## src/rtl/core/assert_macros.svh

```systemverilog
// Assertion macros used by the top level of the running statistics block
`ifndef ASSERT_MACROS_SVH
`define ASSERT_MACROS_SVH

// check prop on every rising clock edge outside reset
`define RSA_ASSERT(lbl, prop, msg) \
  lbl: assert property (@(posedge clk_i) disable iff (!rst_ni) (prop)) else $error(msg);

// check that prop never holds outside reset
`define RSA_NEVER(lbl, prop, msg) \
  `RSA_ASSERT(lbl, !(prop), msg)

`endif

```

## src/rtl/core/rsa_pkg.sv

```systemverilog
// Types and constants of the running statistics accumulator
package rsa_pkg;

  localparam int unsigned SAMPLE_W = 16;
  localparam int unsigned COUNT_W  = 24;
  localparam int unsigned FRAC_W   = 16;
  localparam int unsigned M2_FRAC  = 8;
  localparam int unsigned M2_W     = 64;
  localparam int unsigned EN_W     = 6;
  localparam int unsigned MEAN_W   = SAMPLE_W + FRAC_W;
  localparam int unsigned M2_SHIFT = 2 * FRAC_W - M2_FRAC;
  localparam int unsigned DIV_W    = M2_W + M2_SHIFT;
  localparam int unsigned ROOT_W   = DIV_W / 2;
  localparam int unsigned SD_W     = 32;

  localparam int unsigned EN_MEAN = 0;
  localparam int unsigned EN_DEV  = 1;
  localparam int unsigned EN_MAX  = 2;
  localparam int unsigned EN_MIN  = 3;
  localparam int unsigned EN_MAXA = 4;
  localparam int unsigned EN_MINA = 5;

  typedef struct packed {
    logic signed [SAMPLE_W-1:0] sample;
    logic                       start_req;
  } in_item_t;

  typedef struct packed {
    logic [COUNT_W-1:0]         sample_total;
    logic signed [MEAN_W-1:0]   mean;
    logic [SD_W-1:0]            stddev;
    logic                       stddev_valid;
    logic signed [SAMPLE_W-1:0] maximum;
    logic signed [SAMPLE_W-1:0] minimum;
    logic [SAMPLE_W-1:0]        max_magnitude;
    logic [SAMPLE_W-1:0]        min_magnitude;
    logic                       count_full;
  } out_item_t;

  typedef struct packed {
    logic capture;
    logic prep;
    logic div_start;
    logic div_long;
    logic mean_upd;
    logic mul;
    logic acc;
    logic sqrt_start;
    logic load_out;
  } cmd_t;

  typedef struct packed {
    logic need_mean;
    logic need_sd;
    logic div_done;
    logic sqrt_done;
  } status_t;

endpackage

```

## src/rtl/core/running_statistics_accumulator.sv

```systemverilog
// Top level of the running statistics accumulator
//
// Input channel: in_valid_i / in_stall_o carry one word per sample (sample,
// start_req). Output channel: out_valid_o / out_stall_i carry one word of
// statistics per sample. A word moves when valid is high and stall is low.
// stat_enable is written through cfg_we_i / cfg_wdata_i; the user must write
// it only while idle, as the block does not enforce this. Samples are
// processed one at a time. An accepted item passes capture and prep, then a
// mean update when one is needed (32-step quotient) and the deviation when
// needed: an 88-step division by n-1 and a 44-step square root, all on one
// radix-2 divider and one bit-serial root unit, before its result is
// loaded into the output register.
// The next sample is accepted as soon as the result is loaded into the
// output register, even while the receiver stalls; a second result waits
// in the controller until the first word is taken.
// Reset clears the run state and sets stat_enable to all ones.
module running_statistics_accumulator (
  input  logic                     clk_i,
  input  logic                     rst_ni,
  input  logic                     cfg_we_i,
  input  logic [rsa_pkg::EN_W-1:0] cfg_wdata_i,
  input  logic                     in_valid_i,
  output logic                     in_stall_o,
  input  rsa_pkg::in_item_t        in_data_i,
  output logic                     out_valid_o,
  input  logic                     out_stall_i,
  output rsa_pkg::out_item_t       out_data_o
);
  import rsa_pkg::*;

  cmd_t    cmd;
  status_t status;

  rsa_ctrl u_ctrl (
    .clk_i       (clk_i),
    .rst_ni      (rst_ni),
    .in_valid_i  (in_valid_i),
    .in_stall_o  (in_stall_o),
    .out_valid_o (out_valid_o),
    .out_stall_i (out_stall_i),
    .status_i    (status),
    .cmd_o       (cmd)
  );

  rsa_datapath u_dp (
    .clk_i       (clk_i),
    .rst_ni      (rst_ni),
    .cfg_we_i    (cfg_we_i),
    .cfg_wdata_i (cfg_wdata_i),
    .in_data_i   (in_data_i),
    .cmd_i       (cmd),
    .status_o    (status),
    .out_data_o  (out_data_o)
  );

`include "assert_macros.svh"

  `RSA_ASSERT(a_busy_after_accept, (in_valid_i && !in_stall_o) |=> in_stall_o, "no stall after accept")
  `RSA_ASSERT(a_sd_needs_two, (out_valid_o && out_data_o.stddev_valid) |-> (out_data_o.sample_total >= COUNT_W'(2)), "stddev valid below two samples")
  `RSA_ASSERT(a_full_count, (out_valid_o && out_data_o.count_full) |-> (&out_data_o.sample_total), "count_full without saturated count")
  `RSA_NEVER(a_div_sqrt_overlap, cmd.div_start && cmd.sqrt_start, "divider and root started together")

endmodule

```

## src/rtl/core/rsa_divider.sv

```systemverilog
// Radix-2 restoring divider, one quotient bit per cycle, short and long modes
module rsa_divider (
  input  logic                        clk_i,
  input  logic                        rst_ni,
  input  logic                        start_i,
  input  logic                        long_i,
  input  logic [rsa_pkg::DIV_W-1:0]   dividend_i,
  input  logic [rsa_pkg::COUNT_W-1:0] divisor_i,
  output logic [rsa_pkg::DIV_W-1:0]   quotient_o,
  output logic                        done_o
);
  import rsa_pkg::*;

  localparam int unsigned CNT_W   = $clog2(DIV_W + 1);
  localparam int unsigned SHORT_W = MEAN_W;

  logic [DIV_W-1:0]   dvd_q, dvd_d, quo_q, quo_d;
  logic [COUNT_W-1:0] rem_q, rem_d, dsr_q, dsr_d;
  logic [CNT_W-1:0]   cnt_q, cnt_d;
  logic               busy_q, busy_d, done_q, done_d;
  logic [COUNT_W:0]   trial, diff;
  logic               ge;

  always_comb begin
    trial = {rem_q, dvd_q[DIV_W-1]};
    diff  = trial - {1'b0, dsr_q};
    ge    = trial >= {1'b0, dsr_q};
    dvd_d = dvd_q;
    quo_d = quo_q;
    rem_d = rem_q;
    dsr_d = dsr_q;
    cnt_d = cnt_q;
    busy_d = busy_q;
    done_d = 1'b0;
    if (start_i) begin
      dvd_d  = long_i ? dividend_i : (dividend_i << (DIV_W - SHORT_W));
      quo_d  = '0;
      rem_d  = '0;
      dsr_d  = divisor_i;
      cnt_d  = long_i ? CNT_W'(DIV_W) : CNT_W'(SHORT_W);
      busy_d = 1'b1;
    end else if (busy_q) begin
      dvd_d = dvd_q << 1;
      quo_d = {quo_q[DIV_W-2:0], ge};
      rem_d = ge ? diff[COUNT_W-1:0] : trial[COUNT_W-1:0];
      cnt_d = cnt_q - CNT_W'(1);
      if (cnt_q == CNT_W'(1)) begin
        busy_d = 1'b0;
        done_d = 1'b1;
      end
    end
  end

  always_ff @(posedge clk_i or negedge rst_ni) begin
    if (!rst_ni) begin
      dvd_q  <= '0;
      quo_q  <= '0;
      rem_q  <= '0;
      dsr_q  <= '0;
      cnt_q  <= '0;
      busy_q <= 1'b0;
      done_q <= 1'b0;
    end else begin
      dvd_q  <= dvd_d;
      quo_q  <= quo_d;
      rem_q  <= rem_d;
      dsr_q  <= dsr_d;
      cnt_q  <= cnt_d;
      busy_q <= busy_d;
      done_q <= done_d;
    end
  end

  assign quotient_o = quo_q;
  assign done_o     = done_q;

endmodule

```

## src/rtl/core/rsa_sqrt.sv

```systemverilog
// Digit-by-digit integer square root, one root bit per cycle
module rsa_sqrt (
  input  logic                       clk_i,
  input  logic                       rst_ni,
  input  logic                       start_i,
  input  logic [rsa_pkg::DIV_W-1:0]  radicand_i,
  output logic [rsa_pkg::ROOT_W-1:0] root_o,
  output logic                       done_o
);
  import rsa_pkg::*;

  localparam int unsigned CNT_W = $clog2(ROOT_W + 1);
  localparam int unsigned REM_W = ROOT_W + 2;

  logic [DIV_W-1:0]  rad_q, rad_d;
  logic [ROOT_W-1:0] root_q, root_d;
  logic [REM_W-1:0]  rem_q, rem_d;
  logic [CNT_W-1:0]  cnt_q, cnt_d;
  logic              busy_q, busy_d, done_q, done_d;
  logic [REM_W+1:0]  remx, trial, diff;
  logic              ge;

  always_comb begin
    remx  = {rem_q, rad_q[DIV_W-1 -: 2]};
    trial = {2'b00, root_q, 2'b01};
    diff  = remx - trial;
    ge    = remx >= trial;
    rad_d = rad_q;
    root_d = root_q;
    rem_d = rem_q;
    cnt_d = cnt_q;
    busy_d = busy_q;
    done_d = 1'b0;
    if (start_i) begin
      rad_d  = radicand_i;
      root_d = '0;
      rem_d  = '0;
      cnt_d  = CNT_W'(ROOT_W);
      busy_d = 1'b1;
    end else if (busy_q) begin
      rad_d  = rad_q << 2;
      root_d = {root_q[ROOT_W-2:0], ge};
      rem_d  = ge ? diff[REM_W-1:0] : remx[REM_W-1:0];
      cnt_d  = cnt_q - CNT_W'(1);
      if (cnt_q == CNT_W'(1)) begin
        busy_d = 1'b0;
        done_d = 1'b1;
      end
    end
  end

  always_ff @(posedge clk_i or negedge rst_ni) begin
    if (!rst_ni) begin
      rad_q  <= '0;
      root_q <= '0;
      rem_q  <= '0;
      cnt_q  <= '0;
      busy_q <= 1'b0;
      done_q <= 1'b0;
    end else begin
      rad_q  <= rad_d;
      root_q <= root_d;
      rem_q  <= rem_d;
      cnt_q  <= cnt_d;
      busy_q <= busy_d;
      done_q <= done_d;
    end
  end

  assign root_o = root_q;
  assign done_o = done_q;

endmodule

```

## src/rtl/core/rsa_datapath.sv

```systemverilog
// Datapath: run state, mean and M2 update, extremes, divider and root units
module rsa_datapath (
  input  logic                     clk_i,
  input  logic                     rst_ni,
  input  logic                     cfg_we_i,
  input  logic [rsa_pkg::EN_W-1:0] cfg_wdata_i,
  input  rsa_pkg::in_item_t        in_data_i,
  input  rsa_pkg::cmd_t            cmd_i,
  output rsa_pkg::status_t         status_o,
  output rsa_pkg::out_item_t       out_data_o
);
  import rsa_pkg::*;

  localparam int unsigned XQ_W  = MEAN_W + 1;
  localparam int unsigned MAG_W = SAMPLE_W + 1;

  logic [EN_W-1:0]            en_q;
  logic signed [SAMPLE_W-1:0] x_q;
  logic                       start_q;
  logic [COUNT_W-1:0]         cnt_q;
  logic signed [MEAN_W-1:0]   mean_q;
  logic [M2_W-1:0]            m2_q;
  logic signed [SAMPLE_W-1:0] max_q, min_q;
  logic [MAG_W-1:0]           maxa_q, mina_q;
  logic                       full_q;
  logic [MEAN_W-1:0]          d1mag_q, d2mag_q;
  logic                       d1neg_q;
  logic [2*MEAN_W-1:0]        prod_q;
  out_item_t                  out_q;

  logic [COUNT_W-1:0]         cnt_eff;
  logic                       is_full, first;
  logic signed [XQ_W-1:0]     xq, d1, d2;
  logic [XQ_W-1:0]            d1n, d2n;
  logic [MAG_W-1:0]           xs, xmag;
  logic [MEAN_W-1:0]          d1mag, d2mag, st;
  logic signed [MEAN_W-1:0]   mnew;
  logic [M2_W:0]              m2_sum;
  logic [DIV_W-1:0]           dividend, quotient;
  logic [COUNT_W-1:0]         divisor;
  logic [ROOT_W-1:0]          root;
  logic [SD_W-1:0]            sd_sat;
  logic                       div_done, sqrt_done, need_sd;

  always_comb begin
    cnt_eff = start_q ? '0 : cnt_q;
    is_full = &cnt_eff;
    first   = cnt_eff == '0;
    xq      = $signed({x_q[SAMPLE_W-1], x_q, {FRAC_W{1'b0}}});
    xs      = {x_q[SAMPLE_W-1], x_q};
    xmag    = x_q[SAMPLE_W-1] ? (MAG_W'(0) - xs) : xs;
    d1      = xq - $signed({mean_q[MEAN_W-1], mean_q});
    d1n     = XQ_W'(0) - d1;
    d1mag   = d1[XQ_W-1] ? d1n[MEAN_W-1:0] : d1[MEAN_W-1:0];
    st      = quotient[MEAN_W-1:0];
    mnew    = d1neg_q ? (mean_q - $signed(st)) : (mean_q + $signed(st));
    d2      = xq - $signed({mnew[MEAN_W-1], mnew});
    d2n     = XQ_W'(0) - d2;
    d2mag   = d2[XQ_W-1] ? d2n[MEAN_W-1:0] : d2[MEAN_W-1:0];
    m2_sum  = {1'b0, m2_q} + (M2_W + 1)'(prod_q[2*MEAN_W-1:M2_SHIFT]);
    dividend = cmd_i.div_long ? {m2_q, {M2_SHIFT{1'b0}}} : DIV_W'(d1mag_q);
    divisor  = cmd_i.div_long ? (cnt_q - COUNT_W'(1)) : cnt_q;
    sd_sat   = (|root[ROOT_W-1:SD_W]) ? '1 : root[SD_W-1:0];
    need_sd  = (cnt_q >= COUNT_W'(2)) && en_q[EN_MEAN] && en_q[EN_DEV];
  end

  rsa_divider u_div (
    .clk_i      (clk_i),
    .rst_ni     (rst_ni),
    .start_i    (cmd_i.div_start),
    .long_i     (cmd_i.div_long),
    .dividend_i (dividend),
    .divisor_i  (divisor),
    .quotient_o (quotient),
    .done_o     (div_done)
  );

  rsa_sqrt u_sqrt (
    .clk_i      (clk_i),
    .rst_ni     (rst_ni),
    .start_i    (cmd_i.sqrt_start),
    .radicand_i (quotient),
    .root_o     (root),
    .done_o     (sqrt_done)
  );

  always_ff @(posedge clk_i or negedge rst_ni) begin
    if (!rst_ni) begin
      en_q    <= '1;
      x_q     <= '0;
      start_q <= 1'b0;
      cnt_q   <= '0;
      mean_q  <= '0;
      m2_q    <= '0;
      max_q   <= '0;
      min_q   <= '0;
      maxa_q  <= '0;
      mina_q  <= '0;
      full_q  <= 1'b0;
      d1mag_q <= '0;
      d2mag_q <= '0;
      d1neg_q <= 1'b0;
      prod_q  <= '0;
      out_q   <= '0;
    end else begin
      if (cfg_we_i) begin
        en_q <= cfg_wdata_i;
      end
      if (cmd_i.capture) begin
        x_q     <= in_data_i.sample;
        start_q <= in_data_i.start_req;
      end
      if (cmd_i.prep) begin
        full_q  <= is_full;
        d1mag_q <= d1mag;
        d1neg_q <= d1[XQ_W-1];
        if (!is_full) begin
          cnt_q <= cnt_eff + COUNT_W'(1);
          if (first) begin
            if (en_q[EN_MEAN]) begin
              mean_q <= xq[MEAN_W-1:0];
              m2_q   <= '0;
            end
            if (en_q[EN_MAX])  max_q  <= x_q;
            if (en_q[EN_MIN])  min_q  <= x_q;
            if (en_q[EN_MAXA]) maxa_q <= xmag;
            if (en_q[EN_MINA]) mina_q <= xmag;
          end else begin
            if (en_q[EN_MAX] && (x_q > max_q))    max_q  <= x_q;
            if (en_q[EN_MIN] && (x_q < min_q))    min_q  <= x_q;
            if (en_q[EN_MAXA] && (xmag > maxa_q)) maxa_q <= xmag;
            if (en_q[EN_MINA] && (xmag < mina_q)) mina_q <= xmag;
          end
        end
      end
      if (cmd_i.mean_upd) begin
        mean_q  <= mnew;
        d2mag_q <= d2mag;
      end
      if (cmd_i.mul) begin
        prod_q <= d1mag_q * d2mag_q;
      end
      if (cmd_i.acc) begin
        m2_q <= m2_sum[M2_W] ? '1 : m2_sum[M2_W-1:0];
      end
      if (cmd_i.load_out) begin
        out_q.sample_total  <= cnt_q;
        out_q.mean          <= en_q[EN_MEAN] ? mean_q : '0;
        out_q.stddev        <= need_sd ? sd_sat : '0;
        out_q.stddev_valid  <= need_sd;
        out_q.maximum       <= en_q[EN_MAX] ? max_q : '0;
        out_q.minimum       <= en_q[EN_MIN] ? min_q : '0;
        out_q.max_magnitude <= en_q[EN_MAXA] ? maxa_q[SAMPLE_W-1:0] : '0;
        out_q.min_magnitude <= en_q[EN_MINA] ? mina_q[SAMPLE_W-1:0] : '0;
        out_q.count_full    <= full_q;
      end
    end
  end

  assign status_o.need_mean = !is_full && !first && en_q[EN_MEAN];
  assign status_o.need_sd   = need_sd;
  assign status_o.div_done  = div_done;
  assign status_o.sqrt_done = sqrt_done;
  assign out_data_o         = out_q;

endmodule

```

## src/rtl/core/rsa_ctrl.sv

```systemverilog
// Controller: sequences capture, mean update, deviation and result hand-off
module rsa_ctrl (
  input  logic             clk_i,
  input  logic             rst_ni,
  input  logic             in_valid_i,
  output logic             in_stall_o,
  output logic             out_valid_o,
  input  logic             out_stall_i,
  input  rsa_pkg::status_t status_i,
  output rsa_pkg::cmd_t    cmd_o
);
  import rsa_pkg::*;

  typedef enum logic [3:0] {
    S_IDLE, S_PREP, S_MDIV, S_MWAIT, S_MFIN, S_MMUL, S_MACC,
    S_STAT, S_SDIV, S_SWAIT, S_SQRT, S_QWAIT, S_FIN
  } state_e;

  state_e state_q, state_d;
  logic   out_valid_q, out_valid_d;
  logic   can_load;

  always_comb begin
    can_load    = !out_valid_q || !out_stall_i;
    cmd_o       = '0;
    state_d     = state_q;
    out_valid_d = out_valid_q && out_stall_i;
    unique case (state_q)
      S_IDLE: begin
        if (in_valid_i) begin
          cmd_o.capture = 1'b1;
          state_d = S_PREP;
        end
      end
      S_PREP: begin
        cmd_o.prep = 1'b1;
        state_d = status_i.need_mean ? S_MDIV : S_STAT;
      end
      S_MDIV: begin
        cmd_o.div_start = 1'b1;
        state_d = S_MWAIT;
      end
      S_MWAIT: begin
        if (status_i.div_done) state_d = S_MFIN;
      end
      S_MFIN: begin
        cmd_o.mean_upd = 1'b1;
        state_d = S_MMUL;
      end
      S_MMUL: begin
        cmd_o.mul = 1'b1;
        state_d = S_MACC;
      end
      S_MACC: begin
        cmd_o.acc = 1'b1;
        state_d = S_STAT;
      end
      S_STAT: begin
        state_d = status_i.need_sd ? S_SDIV : S_FIN;
      end
      S_SDIV: begin
        cmd_o.div_start = 1'b1;
        cmd_o.div_long  = 1'b1;
        state_d = S_SWAIT;
      end
      S_SWAIT: begin
        cmd_o.div_long = 1'b1;
        if (status_i.div_done) state_d = S_SQRT;
      end
      S_SQRT: begin
        cmd_o.sqrt_start = 1'b1;
        state_d = S_QWAIT;
      end
      S_QWAIT: begin
        if (status_i.sqrt_done) state_d = S_FIN;
      end
      S_FIN: begin
        if (can_load) begin
          cmd_o.load_out = 1'b1;
          out_valid_d = 1'b1;
          state_d = S_IDLE;
        end
      end
      default: state_d = S_IDLE;
    endcase
  end

  always_ff @(posedge clk_i or negedge rst_ni) begin
    if (!rst_ni) begin
      state_q     <= S_IDLE;
      out_valid_q <= 1'b0;
    end else begin
      state_q     <= state_d;
      out_valid_q <= out_valid_d;
    end
  end

  assign in_stall_o  = state_q != S_IDLE;
  assign out_valid_o = out_valid_q;

endmodule

```

## config.mk

```make
export PLATFORM = sky130hd
export DESIGN_NAME = running_statistics_accumulator
export DESIGN_NICKNAME = d
export VERILOG_FILES = /design/src/rtl/core/rsa_pkg.sv /design/src/rtl/core/running_statistics_accumulator.sv /design/src/rtl/core/rsa_divider.sv /design/src/rtl/core/rsa_sqrt.sv /design/src/rtl/core/rsa_datapath.sv /design/src/rtl/core/rsa_ctrl.sv
export VERILOG_INCLUDE_DIRS = /design/src /design/src/rtl/core
export SDC_FILE = /design/constraint.sdc
export NUM_CORES = 2
export LEC_CHECK = 0
export BUFFER_PORTS_ARGS = -buffer_cell sky130_fd_sc_hd__buf_4
export CORE_ASPECT_RATIO = 0.5
export CORE_MARGIN = 2
export CORE_UTILIZATION = 51
export CTS_BUF_LIST = sky130_fd_sc_hd__clkbuf_2 sky130_fd_sc_hd__clkbuf_4 sky130_fd_sc_hd__clkbuf_8
export CTS_CLUSTER_SIZE = 24
export DETAILED_ROUTE_END_ITERATION = 16
export MAX_ROUTING_LAYER = met4
export PLACE_DENSITY = 0.68
export SYNTH_ARGS = -nofsm -noshare
export SYNTH_HDL_FRONTEND = slang
export SYNTH_SLANG_ARGS = --single-unit
export TNS_END_PERCENT = 30
```

## constraint.sdc

```tcl
create_clock -name clk_i -period 6.8 [get_ports clk_i]
set_input_delay 0.68 -clock clk_i [delete_from_list [all_inputs] [get_ports clk_i]]
set_output_delay 0.68 -clock clk_i [all_outputs]
set_load 0.03 [all_outputs]
```

==> run_results.csv <==
group,metric,value,unit
outcome,status,"finished, violations left",
outcome,violations,"setup timing",
drt,drt-total-wl,238000,um
sta,finalClockSkew,52.6,ps
min_path,hp-class,"input pin to flip-flop",
sta,setup_ws,-1060,ps
synthesis,synthSimpleGateAreaFrac,0.163,
drt,vias_per_cell,5.58,
grt,grt_pass1_vias,66800,
grt,grt_max_degree,237,
cells_and_area,syn2layout_area_growth,13.7,%
drt,drt-pass1-iter-count,6,
setup_path,cp.arrival,8600,ps
min_path,hold-path-endpoint,"u_ctrl.out_valid_o",
sta,finalHoldViolations,0,
setup_path,ff2ff_setup_slack,-1060,ps
synthesis,muxShareOfSynthArea,0.0514,
floorplanning,start_util,0.515,
clocking,path_clk_slew,60,ps
setup_path,timing.rr.start,"u_dp.d1mag_q[17]",
grt,grt_pass1_wl,379000,um
drt,drc_errors,0,
setup_path,critPathSlowestCell,"fa_1",
synthesis,synth_seq_cells,893,
synthesis,async_flop_share,1.00,
sta,finalMaxSlewViolations,0,
grt,gr-total-overflow,0,
drt,drt_iter0_drc,5354,
synthesis,synthTopCellsByArea,"dfrtp_1 26%, fa_1 21%, ha_1 7.5%, inv_1 5.2%, nand2_1 5.2%",
sta,fin_crit_sh,1.16,
grt,gr-usage-all-layers,0.291,
synthesis,synth_top_flop_cell,"dfrtp_1",
setup_path,cpPeakStageDelay,550,ps
setup_path,crit_path_max_fanout,9,
synthesis,syn_avg_cell_area,9.07,um^2
sta,tightest_slew,1230,ps
floorplanning,coreArea,0.164,mm^2
sta,rsz0062_at_grt,"yes",
drt,drt-wirelength-per-cell,19.7,um
sta,period_minus_slack,7860,ps
setup_path,required,7540,ps
setup_path,ff2ff_path_depth,30,
clocking,cts_tree,"yes",
synthesis,synthAdderAreaFrac,0.288,
clocking,clock-sinks,893,
sta,setup_tns,-28750,ps
floorplanning,die_x,580,um
synthesis,syn_inst,9325,
synthesis,syn-cell-area,0.0846,mm^2
floorplanning,pin_count,184,
synthesis,ys_seq_area_frac,0.264,
grt,antenna_found_initial,7,
clocking,htree_num_levels,4,
synthesis,synth_edf_count,0,
synthesis,post_synth_num_cell_types,98,
floorplanning,fp.dieH,292,um
sta,fmax,127,MHz
setup_path,timing.rr.end,"u_dp.prod_q[63]",
sta,relSlewSlack,0.179,
run,maxCapViolations,0,
synthesis,synthTopCellsByCount,"1177 x inv_1, 1162 x nand2_1, 898 x fa_1",
floorplanning,die-area,0.169,mm^2
placement,gp_congestion,0.965,
setup_path,endpoint_kind,"flip-flop",
setup_path,cp-start-kind,"flip-flop",
clocking,cts_buffers,144,
placement,io_buffers,183,
drt,vias,67300,
setup_path,crit_type,"flip-flop to flip-flop",
sta,setup_viol,55,
synthesis,synth_compound_area_frac,0.122,
placement,dpl.hpwl,182000,um
min_path,hold_start,"out_stall_i",
synthesis,synth_warnings,0,
synthesis,synth_top_area_cell,"dfrtp_1",
cells_and_area,drive_above_1_share,0.134,
min_path,min_path_cells,3,
clocking,clock-root-buffer,"clkbuf_8",
cells_and_area,layout.nets,11200,
floorplanning,num_rows,105,
clocking,clockBufferDepth,3,
synthesis,synth_xor_area_frac,0.0339,
drt,ant_nets,0,
clocking,insertion_delay,930,ps
synthesis,yosysMostFrequentCell,"inv_1",
synthesis,synth_top_family_by_area,"adder cells",
synthesis,synth.top_cell.area_share,0.262,
setup_path,cpMostUsedCell,"fa_1",
[cell type report]
cell class	instances	area (um^2)
inverters	1177	4420
repair buffers	828	7080
fillers	14300	68200
well taps	2193	2740
multi-input cells	6704	56400
clock inverters	38	410
diodes	10	25.0
flip-flops and latches	893	22400
clock buffers	221	2690
[cell families after synthesis]
group,after synthesis
and+or+nand+nor,2863
buffers and inverters,1729
AOI/OAI and AO/OA,1681
adders and majority gates,1407
DFF,893
muxes,425
xor gates and xnor gates,326
other,1
[worst max path at each step]
stage / startpoint / end / slack [ps] / cells past startpoint
finish: u_dp.d1mag_q[17] / u_dp.prod_q[63] / -1060 / 30
global route: u_dp.d2mag_q[4] / u_dp.prod_q[63] / -1340 / 29
CTS: u_dp.d1mag_q[17] / u_dp.prod_q[63] / -1120 / 26
detailed placement: u_dp.d2mag_q[4] / u_dp.prod_q[61] / -1240 / 27
global placement: u_dp.d2mag_q[4] / u_dp.prod_q[61] / -1140 / 28
floorplan: u_dp.d2mag_q[13] / u_dp.prod_q[61] / -440 / 25
[critical path: cells and delay by family, from the launching register on]
family                   cells  cell delay [ps]
AND/OR/NAND/NOR              1              130
flip-flops                   1              420
adder cells (fa/ha/maj)      9             4230
AO/OA/AOI/OAI               12             2170
buffers and inverters        7              600
XOR/XNOR                     1              150
[placed cells by master (no fill, tap or decap), drive strengths merged, types with 88 or more instances in the layout]
cell | synthesis | layout
xor2 | 128 | 128
nand3 | 127 | 127
mux2i | 348 | 348
and2 | 631 | 631
buf | 47 | 804
nor3 | 128 | 128
nor2 | 432 | 432
ha | 509 | 509
xnor2 | 198 | 198
a21oi | 352 | 352
nor2b | 88 | 88
a21o | 133 | 133
a211oi | 97 | 97
inv | 1177 | 1187
o21ai | 635 | 635
fa | 898 | 898
nand2 | 1162 | 1162
dfrtp | 887 | 887
clkbuf | 505 | 222
[state kept, by name, indices dropped and copies added, names as in the netlist, 4 cells and up]
register,flops
u_dp.out_data_o,154
u_dp.u_div.dvd_q,88
u_dp.u_div.quotient_o,88
u_dp.u_sqrt.rad_q,88
u_dp.m2_q,64
u_dp.u_sqrt.rem_q,46
u_dp.u_sqrt.root_o,44
u_dp.prod_q,40
u_dp.d1mag_q,32
u_dp.d2mag_q,32
u_dp.mean_q,32
u_dp.cnt_q,24
u_dp.u_div.dsr_q,24
u_dp.u_div.rem_q,24
u_dp.maxa_q,17
u_dp.mina_q,17
u_dp.max_q,16
u_dp.min_q,16
u_dp.x_q,16
u_dp.u_div.cnt_q,7
u_dp.en_q,6
u_dp.u_sqrt.cnt_q,6
u_ctrl.state_q,4
[through the flow]
stage | cell area, um^2 | setup slack (ps) | instances | hold slack [ps] | util
floorplan | 84900 | -438 | 9326 | 384 | -
global placement | 92200 | -1140 | 11800 | 463 | 0.561
detailed placement | 92200 | -1240 | 11800 | 468 | 0.561
CTS | 95900 | -1120 | 12000 | 18.9 | 0.584
global route | 96100 | -1340 | 12100 | 41.2 | 0.585
finish | 96100 | -1060 | 12100 | 81.2 | 0.585
[timing repair]
action,CTS,global route
setup buffers,5,5
gates resized for setup,66,36
pin swaps,35,30
endpoints found under the setup margin,70,71
cloned,0,1
hold buffers,23,0
endpoints found under the hold margin,107,0
[layer usage]
layer  routed length [um]  track usage
met1               108000        0.404
met2               107000        0.439
met3                15800       0.0512
met4                 6560       0.0785
met5                    0            -
Power is left out: the tool's default activity adds up to more than one toggle a clock period on the data nets, which glitch-free logic cannot reach.
